$ cat src/hw/rtl/hem_pkg.sv
// ----------------------------------------------------------------------------
// hem_pkg
// Shared constants, payload types and controller/datapath interface structs
// for the min-heap extract block.
// ----------------------------------------------------------------------------
package hem_pkg;

  localparam int HEAP_DEPTH = 1024;
  localparam int IDX_W      = $clog2(HEAP_DEPTH);
  localparam int NUM_W      = $clog2(HEAP_DEPTH + 1);
  localparam int CHILD_W    = IDX_W + 2;
  localparam int DATA_W     = 32;
  localparam int COUNT_W    = 11;
  localparam int STATUS_W   = 2;

  // item commands
  localparam logic CMD_LOAD    = 1'b0;
  localparam logic CMD_EXTRACT = 1'b1;

  // result status codes
  localparam logic [STATUS_W-1:0] ST_OK    = 2'd0;
  localparam logic [STATUS_W-1:0] ST_EMPTY = 2'd1;
  localparam logic [STATUS_W-1:0] ST_FULL  = 2'd2;

  // result register load kinds
  localparam logic [2:0] RESP_NONE    = 3'd0;
  localparam logic [2:0] RESP_LOAD    = 3'd1;
  localparam logic [2:0] RESP_EMPTY   = 3'd2;
  localparam logic [2:0] RESP_FULL    = 3'd3;
  localparam logic [2:0] RESP_EXTRACT = 3'd4;

  typedef struct packed {
    logic                     cmd;
    logic signed [DATA_W-1:0] value;
  } in_item_t;

  typedef struct packed {
    logic signed [DATA_W-1:0] min_value;
    logic [STATUS_W-1:0]      status;
    logic [COUNT_W-1:0]       count;
  } out_item_t;

  // controller to datapath
  typedef struct packed {
    logic       push;       // append input value, count up
    logic       rd_root;    // read root, count down, walk index to root
    logic       take_root;  // latch minimum, read last entry
    logic       take_last;  // latch moving entry
    logic       take_left;  // latch left child
    logic       at_right;   // right child data on read port
    logic       rd_left;    // read left child of walk index
    logic       rd_right;   // read right child of walk index
    logic       rd_next;    // read left child of chosen child
    logic       descend;    // move chosen child up, follow it
    logic       wr_v;       // drop moving entry into hole
    logic [2:0] resp;
  } dp_cmd_t;

  // datapath to controller
  typedef struct packed {
    logic full;
    logic empty;
    logic left_ok;
    logic right_ok;
    logic go;
    logic next_ok;
  } dp_stat_t;

endpackage

$ cat src/hw/rtl/hem_ctrl.sv
// ----------------------------------------------------------------------------
// hem_ctrl
// Sequencer for load and extract items: walks the sift-down one level at a
// time and owns the handshakes.
// ----------------------------------------------------------------------------
module hem_ctrl (
  input  logic              clk,
  input  logic              rst_n,
  input  logic              in_valid,
  output logic              in_stall,
  input  hem_pkg::in_item_t in_item,
  output logic              out_valid,
  input  logic              out_stall,
  input  hem_pkg::dp_stat_t stat,
  output hem_pkg::dp_cmd_t  cmd
);
  import hem_pkg::*;

  localparam logic [2:0] S_IDLE  = 3'd0;
  localparam logic [2:0] S_ROOT  = 3'd1;
  localparam logic [2:0] S_LAST  = 3'd2;
  localparam logic [2:0] S_LEFT  = 3'd3;
  localparam logic [2:0] S_RIGHT = 3'd4;
  localparam logic [2:0] S_PLACE = 3'd5;

  logic [2:0] state_r, state_nxt;
  logic       out_valid_r, out_valid_nxt;
  logic       out_free;
  logic       accept;
  logic       decide;

  assign out_free = !out_valid_r || !out_stall;
  assign in_stall = !((state_r == S_IDLE) && out_free);
  assign accept   = in_valid && !in_stall;

  always_comb begin
    cmd       = '0;
    state_nxt = state_r;
    decide    = 1'b0;
    case (state_r)
      S_IDLE: begin
        if (accept) begin
          if (in_item.cmd == CMD_LOAD) begin
            if (stat.full) begin
              cmd.resp = RESP_FULL;
            end else begin
              cmd.push = 1'b1;
              cmd.resp = RESP_LOAD;
            end
          end else begin
            if (stat.empty) begin
              cmd.resp = RESP_EMPTY;
            end else begin
              cmd.rd_root = 1'b1;
              state_nxt   = S_ROOT;
            end
          end
        end
      end
      S_ROOT: begin
        cmd.take_root = 1'b1;
        state_nxt     = S_LAST;
      end
      S_LAST: begin
        cmd.take_last = 1'b1;
        if (stat.left_ok) begin
          cmd.rd_left = 1'b1;
          state_nxt   = S_LEFT;
        end else begin
          cmd.wr_v  = 1'b1;
          cmd.resp  = RESP_EXTRACT;
          state_nxt = S_IDLE;
        end
      end
      S_LEFT: begin
        cmd.take_left = 1'b1;
        if (stat.right_ok) begin
          cmd.rd_right = 1'b1;
          state_nxt    = S_RIGHT;
        end else begin
          decide = 1'b1;
        end
      end
      S_RIGHT: begin
        cmd.at_right = 1'b1;
        decide       = 1'b1;
      end
      S_PLACE: begin
        cmd.wr_v  = 1'b1;
        cmd.resp  = RESP_EXTRACT;
        state_nxt = S_IDLE;
      end
      default: begin
        state_nxt = S_IDLE;
      end
    endcase

    if (decide) begin
      if (!stat.go) begin
        cmd.wr_v  = 1'b1;
        cmd.resp  = RESP_EXTRACT;
        state_nxt = S_IDLE;
      end else begin
        cmd.descend = 1'b1;
        if (stat.next_ok) begin
          cmd.rd_next = 1'b1;
          state_nxt   = S_LEFT;
        end else begin
          state_nxt = S_PLACE;
        end
      end
    end
  end

  assign out_valid_nxt = (out_valid_r && out_stall) || (cmd.resp != RESP_NONE);
  assign out_valid     = out_valid_r;

  always_ff @(posedge clk) begin
    if (!rst_n) begin
      state_r     <= S_IDLE;
      out_valid_r <= 1'b0;
    end else begin
      state_r     <= state_nxt;
      out_valid_r <= out_valid_nxt;
    end
  end

endmodule

$ cat config.mk
export PLATFORM = sky130hd
export DESIGN_NAME = hem_ctrl
export DESIGN_NICKNAME = d
export VERILOG_FILES = /design/src/hw/rtl/hem_pkg.sv /design/src/hw/rtl/hem_ctrl.sv
export SDC_FILE = /design/constraint.sdc
export NUM_CORES = 1
export LEC_CHECK = 0
export ABC_AREA = 1
export ABC_CLOCK_PERIOD_IN_PS = 1220
export BUFFER_PORTS_ARGS = -buffer_cell sky130_fd_sc_hd__clkbuf_2
export CAP_MARGIN = 25
export CORE_AREA = 2 2 42 44
export DETAILED_ROUTE_END_ITERATION = 10
export DIE_AREA = 0 0 44 46
export HOLD_SLACK_MARGIN = 0.03
export PLACE_DENSITY = 0.8
export SYNTH_ARGS = -nofsm -noshare
export SYNTH_HDL_FRONTEND = slang
export SYNTH_SLANG_ARGS = --single-unit
$ cat constraint.sdc
create_clock -name clk -period 1.22 [get_ports clk]
set_clock_uncertainty 0.05 [all_clocks]
set_input_delay 0.244 -clock clk [delete_from_list [all_inputs] [get_ports clk]]
set_output_delay 0.244 -clock clk [all_outputs]
set_load 0.05 [all_outputs]
After elaboration in Yosys (flattened, before gate mapping)
Index checks and enable logic that the tools add are counted.

operators by class
  equal/unequal tests = 10
  muxes and demuxes = 36
  reductions and logical operators = 11

operator list
  operator                                        count
  two-way mux 3 bit                               7
  two-way mux 2 bit                               8
  one-hot mux 3 bit (5 select lines)              1
  two-way mux 1 bit                               14
  != test 3 bit (second input constant)           4
  one-hot mux 3 bit (3 select lines)              1
  two-way mux 4 bit                               2
  == test 3 x 2 -> 1 bit (second input constant)  2
  == test 3 bit (second input constant)           2
  two-way mux 6 bit                               1
  AND reduction 5 bit                             1
  one-hot mux 1 bit (2 select lines)              2
  == test 3 x 1 -> 1 bit (second input constant)  1
  logical AND 1 bit                               3
  logical NOT 1 bit                               3
  logical NOT 3 bit                               1
  nonzero test 3 bit                              1
  logical OR 1 bit                                2
  != test 2 bit (second input constant)           1

word-level totals
  flip-flop bits (word level) = 4
  input port bits = 43
  output and inout port bits = 16
  word-level logic and storage cells = 59

Longest topological paths before layout
Gate-level depths: netlist of run 1.

  word-level depth = 10
  gate-level depth with buffers = 8
  gate-level depth less buffers = 8

Worst setup path before layout of run 1
No wires, ideal clock.

  path kind = register -> output
  from = register out_valid_r (netlist: out_valid)
  to = output cmd[13] (netlist name)
  arrival time = 1,915 ps
  required time = 926 ps
  path slack = -989 ps
  stages on the path, launching flop included = 4
  path buffers = 0
  cells stage by stage = dfxtp_1 -> nand2_1 -> nand4_2 -> nor3_1

RTL lines
  what                    RTL line         RTL
  start, declared         hem_ctrl.sv:27   logic out_valid_r, out_valid_nxt;
  start signal, assigned  hem_ctrl.sv:124  out_valid_r <= out_valid_nxt;
  end, declared           hem_ctrl.sv:15   output hem_pkg::dp_cmd_t cmd

==> metrics.md, run 1 <==
| Metric | Value |
|---|---|
| Final hold slack | about 0.23 ns |
| FP Rows | 15 |
| Vias in the first global route | between 500 and 600 |
| Clock sinks | 4 |
| CTS Hold Bufs | 0 |
| MaxCap Viol Count | 0 |
| CP Launch Type | flip-flop |
| CTS tree | yes |
| Initial detailed-routing violation count | 5 |
| Final setup violation count | 18 |
| Max Clk Rate | 601 MHz |
| Synth warn | 0 |
| Via density | 4.34 |
| Core Util, Final | 0.727 |
| Most common cell after layout, fill and taps aside | buf_4 |
| Hold WC Path Type | input port to flip-flop |
| Post-layout min period | 1.66 ns |
| Post-DP HPWL | around 1.1 mm |
| Synthesized cell area | ~360 sq um |
| Detail Route Antenna Nets | 0 |
| Area grow syn2layout | 230% |
| WP data arrival | between 1 and 1.5 ns |
| Synth area leader | dfxtp_1 |
| GRT Residual Overflow | 0 |
| Sequential fraction of the synthesis area | 0.225 |
| Detailed Route WL | around 1.6 mm |
| Crit path required time | 0.93 ns |
| Gate Count Post-Synth | between 50 and 60 |
| Global Route Usage Sum | 0.172 |
| Routability congestion estimate from global placement | about 0.8 |
| Root Buffer | clkbuf_4 |
| Mapped Avg Cell Area | about 6.3 sq um |
| Die Width | ~44 um |
| Total core area | approximately 1600 sq um |
| LEAKAGE | between 0.5 and 0.6 nW |
| CTS Buffer Depth | 2 |
| Dpl cells | between 100 and 150 |
| Initial antenna violation count | 0 |
| Wire per inst | approximately 12 um |
| Largest net degree at the start of global routing | 6 |
| WS Path Type | flip-flop to output port |
| H-tree lvl count | 1 |
| Vias | slightly below 600 |
| Synth top area share | 0.225 |
| Placed inst area | between 700 and 800 sq um |
| RSZ-0062 raised after global routing | yes |
| Rel. slew slack | 0.870 |
| Fin crit share | 1.36 |
| Layout Cells excl Fill | approximately 140 |
| I/O Pins | around 60 |
| Diodes inserted | 0 |
| Initial Utilization | 0.220 |
| Clock transition at path regs | 0.04 ns |
| Fin nets | 163 |
| Worst slew pin tran | 0.195 ns |
| 1st-pass router iterations | 3 |
| Highest-count cells in the layout ignoring fill and taps | buf_4, buf_6, nor2_4, clkbuf_2, buf_8 |
| Num CTS Buffers | 3 |
| Die ar. | between 2000 and 2500 sq um |
| #FFs+latches synth | 4 |
| Synth cell types | 17 |
| Outcome | complete, but fails checks |
| CP endpoint kind | output port |
| Hold violation count in the final report | 0 |
| Pwr Density | approximately 960 nW/um^2 |
| Syn nets | around 100 |
| Worst VDD drop | 0.000879 V |
| TNS Setup | -6.18 ns |
| Worst-path maximum fanout | 5 |
| Layout cells sized above 1 | 0.856 |
| Clk Latency, worst-skew pair | approximately 0.23 ns |
| Die Y | ~46 um |
| Port Buffer Count | 26 |
| Final max-slew violation count | 0 |
| Failing checks | setup timing |
| First-pass GRT wire length | about 2.5 mm |
| Post-route cell area | between 1000 and 1500 sq um |
| Post-route DRC | 0 |
| Worst setup margin | -0.443 ns |
| Area contributors post-synth | dfxtp_1, inv_1, nand2_2, nor2_1, nand2_1 |
cell families after synthesis:
| family | after synthesis | share of synthesized area |
|---|---|---|
| flops | 4 | 0.225 |
| simple gates | 33 | 0.493 |
| buf+inv | 11 | 0.116 |
| compound gates | 8 | 0.166 |
Yosys cell counts:
cell type	count
inv_1	10
o21ai_1	1
nor2_1	10
dfxtp_1	4
nand3_1	1
nor3_1	1
a21oi_1	2
a21oi_2	2
nand4_2	1
nand3b_2	1
nor2_4	1
o21ai_0	2
nand2_2	6
nor2_2	4
inv_2	1
nand2_1	8
a21oi_4	1
metrics by stage:
step	total power [mW]	worst slack, ns
after global placement	0.682	-0.316
after CTS	1.06	-0.446
after detailed placement	0.695	-0.351
after floorplan	0.505	-0.675
final	1.13	-0.443
after global routing	1.19	-0.499
cell type report:
class	instances	area, sq um
timing repair buffer	59	602
fill	118	440
multi-input combinational	41	378
sequential	4	92.6
inverter	11	57.6
clock buffer	3	22.5
tap	17	21.3
report_power, final:
group / switching (mW) / internal, mW / leakage, nW
clock: 0.0489 / 0.110 / 0.0138
combinational: 0.409 / 0.394 / 0.510
sequential: 0.0217 / 0.149 / 0.0353
total: 0.480 / 0.653 / 0.559
repair_timing:
| action | CTS | global route |
|---|---|---|
| hold endpoints to repair | 0 | 0 |
| setup endpoints to repair | 19 | 19 |
| pin swaps | 7 | 8 |
| setup buffers | 12 | 4 |
| gates resized for setup | 60 | 16 |
| cloned | 0 | 0 |
worst max-delay path, cell delays in order, from the launching register on:
cell and delay (ns):
dfxtp_4 0.35, nor2_4 0.15, buf_6 0.13, nand4_4 0.15
nor3_2 0.16, clkbuf_8 0.21
per-layer routing:
metal  vias up  global-route usage  share of wire
met3         2              0.0437          0.050
met2        20               0.376           0.60
li1        297                   -              -
met1       267               0.155           0.34
met5         -                   0              0
met4         0              0.0242         0.0067
sequential cells by signal (all words and copies together), names as in the netlist:
name,cells
out_valid,1
state_r,3
path summary, 6_finish.rpt:
check	start	end	slack (ns)	cells past startpoint
max reg2reg	state_r[1]$_SDFFE_PN0P_	out_valid$_SDFF_PN0_	-0.35	9
max	state_r[1]$_SDFFE_PN0P_	cmd[13]	-0.44	5
min	rst_n	state_r[0]$_SDFFE_PN0P_	0.23	3
min reg2reg	out_valid$_SDFF_PN0_	out_valid$_SDFF_PN0_	0.58	3
(Power assumes the default switching activity.)
==> inputs of run 2 (changes only) <==
--- a/config.mk
+++ b/config.mk
@@ -12,6 +12,7 @@
 export CORE_AREA = 2 2 42 44
 export DETAILED_ROUTE_END_ITERATION = 10
 export DIE_AREA = 0 0 44 46
+export GPL_TIMING_DRIVEN = 0
 export HOLD_SLACK_MARGIN = 0.03
 export PLACE_DENSITY = 0.8
 export SYNTH_ARGS = -nofsm -noshare
==> run 2 against run 1 <==
Net effect:
- the flow still finishes with violations (setup timing)
- setup slack got worse by 0.056 ns
- die area unchanged
- power fell by 8.2%
- highest routed layer unchanged
- via count shrank 3.2%
- utilization down 4.7 points
- critical path depth grew 1
- final cell count decreased by 9.6%
- first-iteration DRC count is 100% higher
- sequential share of layout area increased by 0.55 points
- worst hold slack better by 0.015 ns
- global-route usage decreased by 0.16 points
==> metrics.md, run 2 (same netlist as run 1, synthesis figures left out) <==
| Metric | Value |
|---|---|
| Outcome | complete, but fails checks |
| Failing checks | setup timing |
| P_int | 0.578 mW (-11%) |
| WP data arrival | 1.43 ns (+0.06 ns) |
| Initial antenna violation count | 0 (unchanged) |
| Global Route Usage Sum | 0.170 (-0.00164) |
| CP Cell Sequence | nor2_4 -> nand2_4 -> a21oi_4 -> nand2_2 -> clkinvlp_4 -> clkbuf_16 |
| Max Clk Rate | 582 MHz (-3.2%) |
| Clock power frac | 0.156 (+0.016) |
| CTS tree | yes |
| CP endpoint kind | output port |
| CP Launch Type | flip-flop |
| Fillcell total | 119 (+0.85%) |
| Layout cells sized above 1 | 0.810 (-0.0464) |
| Fin crit share | 1.41 (+0.0458) |
| Seq pwr share | 0.169 (+0.018) |
| Crit path required time | 0.93 ns (about the same) |
| WHS Path Cells | 3 (unchanged) |
| Routability congestion estimate from global placement | 0.768 (-3.9%) |
| Worst setup margin | -0.499 ns (-0.0558 ns) |
| GR Layer Usage met3 | 0.0317 (-0.0119) |
| WS Path Type | flip-flop to output port |
| LEAKAGE | 0.519 nW (-7.1%) |
| Wire per inst | 13.3 um (+9.2%) |
| R2R cell count | 9 (unchanged) |
| Die Y | 46 um (unchanged) |
| Critical Path Slowest Stage Cell | dfxtp_4 |
| Fin nets | 150 (-8.0%) |
| GRT met2 Usage | 0.332 (-0.0441) |
| Die ar. | 2020 sq um (unchanged) |
| Root Buffer | clkbuf_4 |
| Slowest stage delay, CP | 0.36 ns (about the same) |
| Die Width | 44 um (unchanged) |
| Final hold slack | 0.244 ns (+0.0153 ns) |
| Clk Latency, worst-skew pair | 0.23 ns (about the same) |
| RSZ-0062 raised after global routing | yes |
| Most common cell after layout, fill and taps aside | buf_4 |
| Largest net degree at the start of global routing | 6 (unchanged) |
| Vias in the first global route | 576 (-1.7%) |
| Hold WC Path Type | input port to flip-flop |
| CTS Hold Bufs | 0 (unchanged) |
| 1st-pass router iterations | 4 (+1) |
| Switching Share | 0.444 (+0.0206) |
| CTS Buffer Depth | 2 (unchanged) |
| TNS Setup | -6.17 ns (+0.0147 ns) |
| Initial Utilization | 0.220 (unchanged) |
| Diodes inserted | 0 (unchanged) |
| Initial detailed-routing violation count | 10 (+5) |
| GRT Residual Overflow | 0 (unchanged) |
| Via density | 4.65 (+7.1%) |
| Max reg flops | 3 (unchanged) |
| First-pass GRT wire length | 2.50 mm (-1.1%) |
| Rel. slew slack | 0.650 (-0.220) |
| Vias | 567 (-3.2%) |
| Worst slew pin tran | 0.519 ns (+0.324 ns) |
| Sw power | 0.462 mW (-3.7%) |
| Total core area | 1610 sq um (unchanged) |
| Final max-slew violation count | 0 (unchanged) |
| Post-layout min period | 1.72 ns (+0.0558 ns) |
| Largest Register | state_r |
| Crit path depth | 6 (+1) |
| Pre-CTS WS | -0.472 ns (-0.121 ns) |
| Worst-path maximum fanout | 4 (-1) |
| Met1 Usage GRT | 0.176 (+0.0212) |
| GR peak layer | met2 |
| Detail Route Antenna Nets | 0 (unchanged) |
| MaxCap Viol Count | 0 (unchanged) |
| Num CTS Buffers | 3 (unchanged) |
| I/O Pins | 59 (unchanged) |
| Pwr Density | 947 nW/um^2 (-1.8%) |
| Port Buffer Count | 26 (unchanged) |
| Worst path top cell family by delay | simple AND/OR/NAND/NOR gates |
| Post-route DRC | 0 (unchanged) |
| Clock transition at path regs | 0.04 ns (about the same) |
| H-tree lvl count | 1 (unchanged) |
| Highest-count cells in the layout ignoring fill and taps | buf_4, clkbuf_2, nor2_4 |
| FP Rows | 15 (unchanged) |
| Worst VDD drop | 0.000573 V (-35%) |
| Hold violation count in the final report | 0 (unchanged) |
| Post-DP HPWL | 825 um (-22%) |
| Combinational power share | 0.675 (-0.034) |
| Detailed Route WL | 1.63 mm (-1.3%) |
| Bufs and invs on worst path | 2 (unchanged) |
| Final setup violation count | 18 (unchanged) |
| Clock sinks | 4 (unchanged) |
| Area grow syn2layout | 209% |
[run 2: cell count changes in the layout (fill, tap and decap cells not counted), moves of 3 or more]
cell / change
nand2_2: -4
clkbuf_16: +3
buf_6: -5
buf_4: -9
[run 2: layer usage]
layer	routed length (um)	vias up
met5	0	-
met4	52	0
met3	100	8
met2	939	36
met1	532	251
li1	-	272
[run 2: repair_timing]
action | in CTS | in global routing
gates resized for setup | 55 | 13
setup endpoints to repair | 18 | 18
pin swaps | 14 | 14
setup buffers | 14 | 6
[run 2: final cells by class]
cell class | instances | area, sq um | share of cell area
Inverter | 11 | 57.6 | 0.0525
Timing Repair Buffer | 46 | 527 | 0.480
Clock buffer | 3 | 22.5 | 0.0205
Tap cell | 17 | 21.3 | 0.0194
Sequential cell | 4 | 92.6 | 0.0844
Multi-Input combinational cell | 41 | 377 | 0.343
[run 2: worst register-to-register path, cell delays in order (launching register included)]
cell	delay, ns
dfxtp_4	0.36
nor2_4	0.21
nand2_4	0.10
a21oi_4	0.18
buf_4	0.14
buf_6	0.09
buf_6	0.08
buf_4	0.09
nor2_1	0.04
nor2_1	0.11
[run 2: path summary, 6_finish.rpt]
check,start,to,slack (ns)
worst max register to register,state_r[1]$_SDFFE_PN0P_,state_r[0]$_SDFFE_PN0P_,-0.30
worst min-delay path,rst_n,state_r[0]$_SDFFE_PN0P_,0.24
worst min register to register,out_valid$_SDFF_PN0_,out_valid$_SDFF_PN0_,0.50
worst max-delay path,state_r[1]$_SDFFE_PN0P_,cmd[5],-0.50
[run 2: stage by stage]
stage               cells  instance area, sq um  utilization  power, mW
finish                122                  1100        0.680       1.04
detailed placement     99                   607        0.376      0.591
global route          122                  1100        0.680       1.09
floorplan              56                   455            -      0.505
CTS                   116                  1000        0.621      0.929
global placement       99                   607        0.376      0.585
[run 2: power by group through the flow]
| stage | sequential [mW] | combinational (mW) | clock (mW) |
|---|---|---|---|
| 2_1_floorplan | 0.185 | 0.321 | 0 |
| 3_3_place_gp | 0.168 | 0.417 | 0 |
| 3_5_place_dp | 0.169 | 0.422 | 0 |
| 4_1_cts | 0.170 | 0.593 | 0.166 |
| 5_1_grt | 0.178 | 0.736 | 0.177 |
| 6_report | 0.176 | 0.702 | 0.162 |
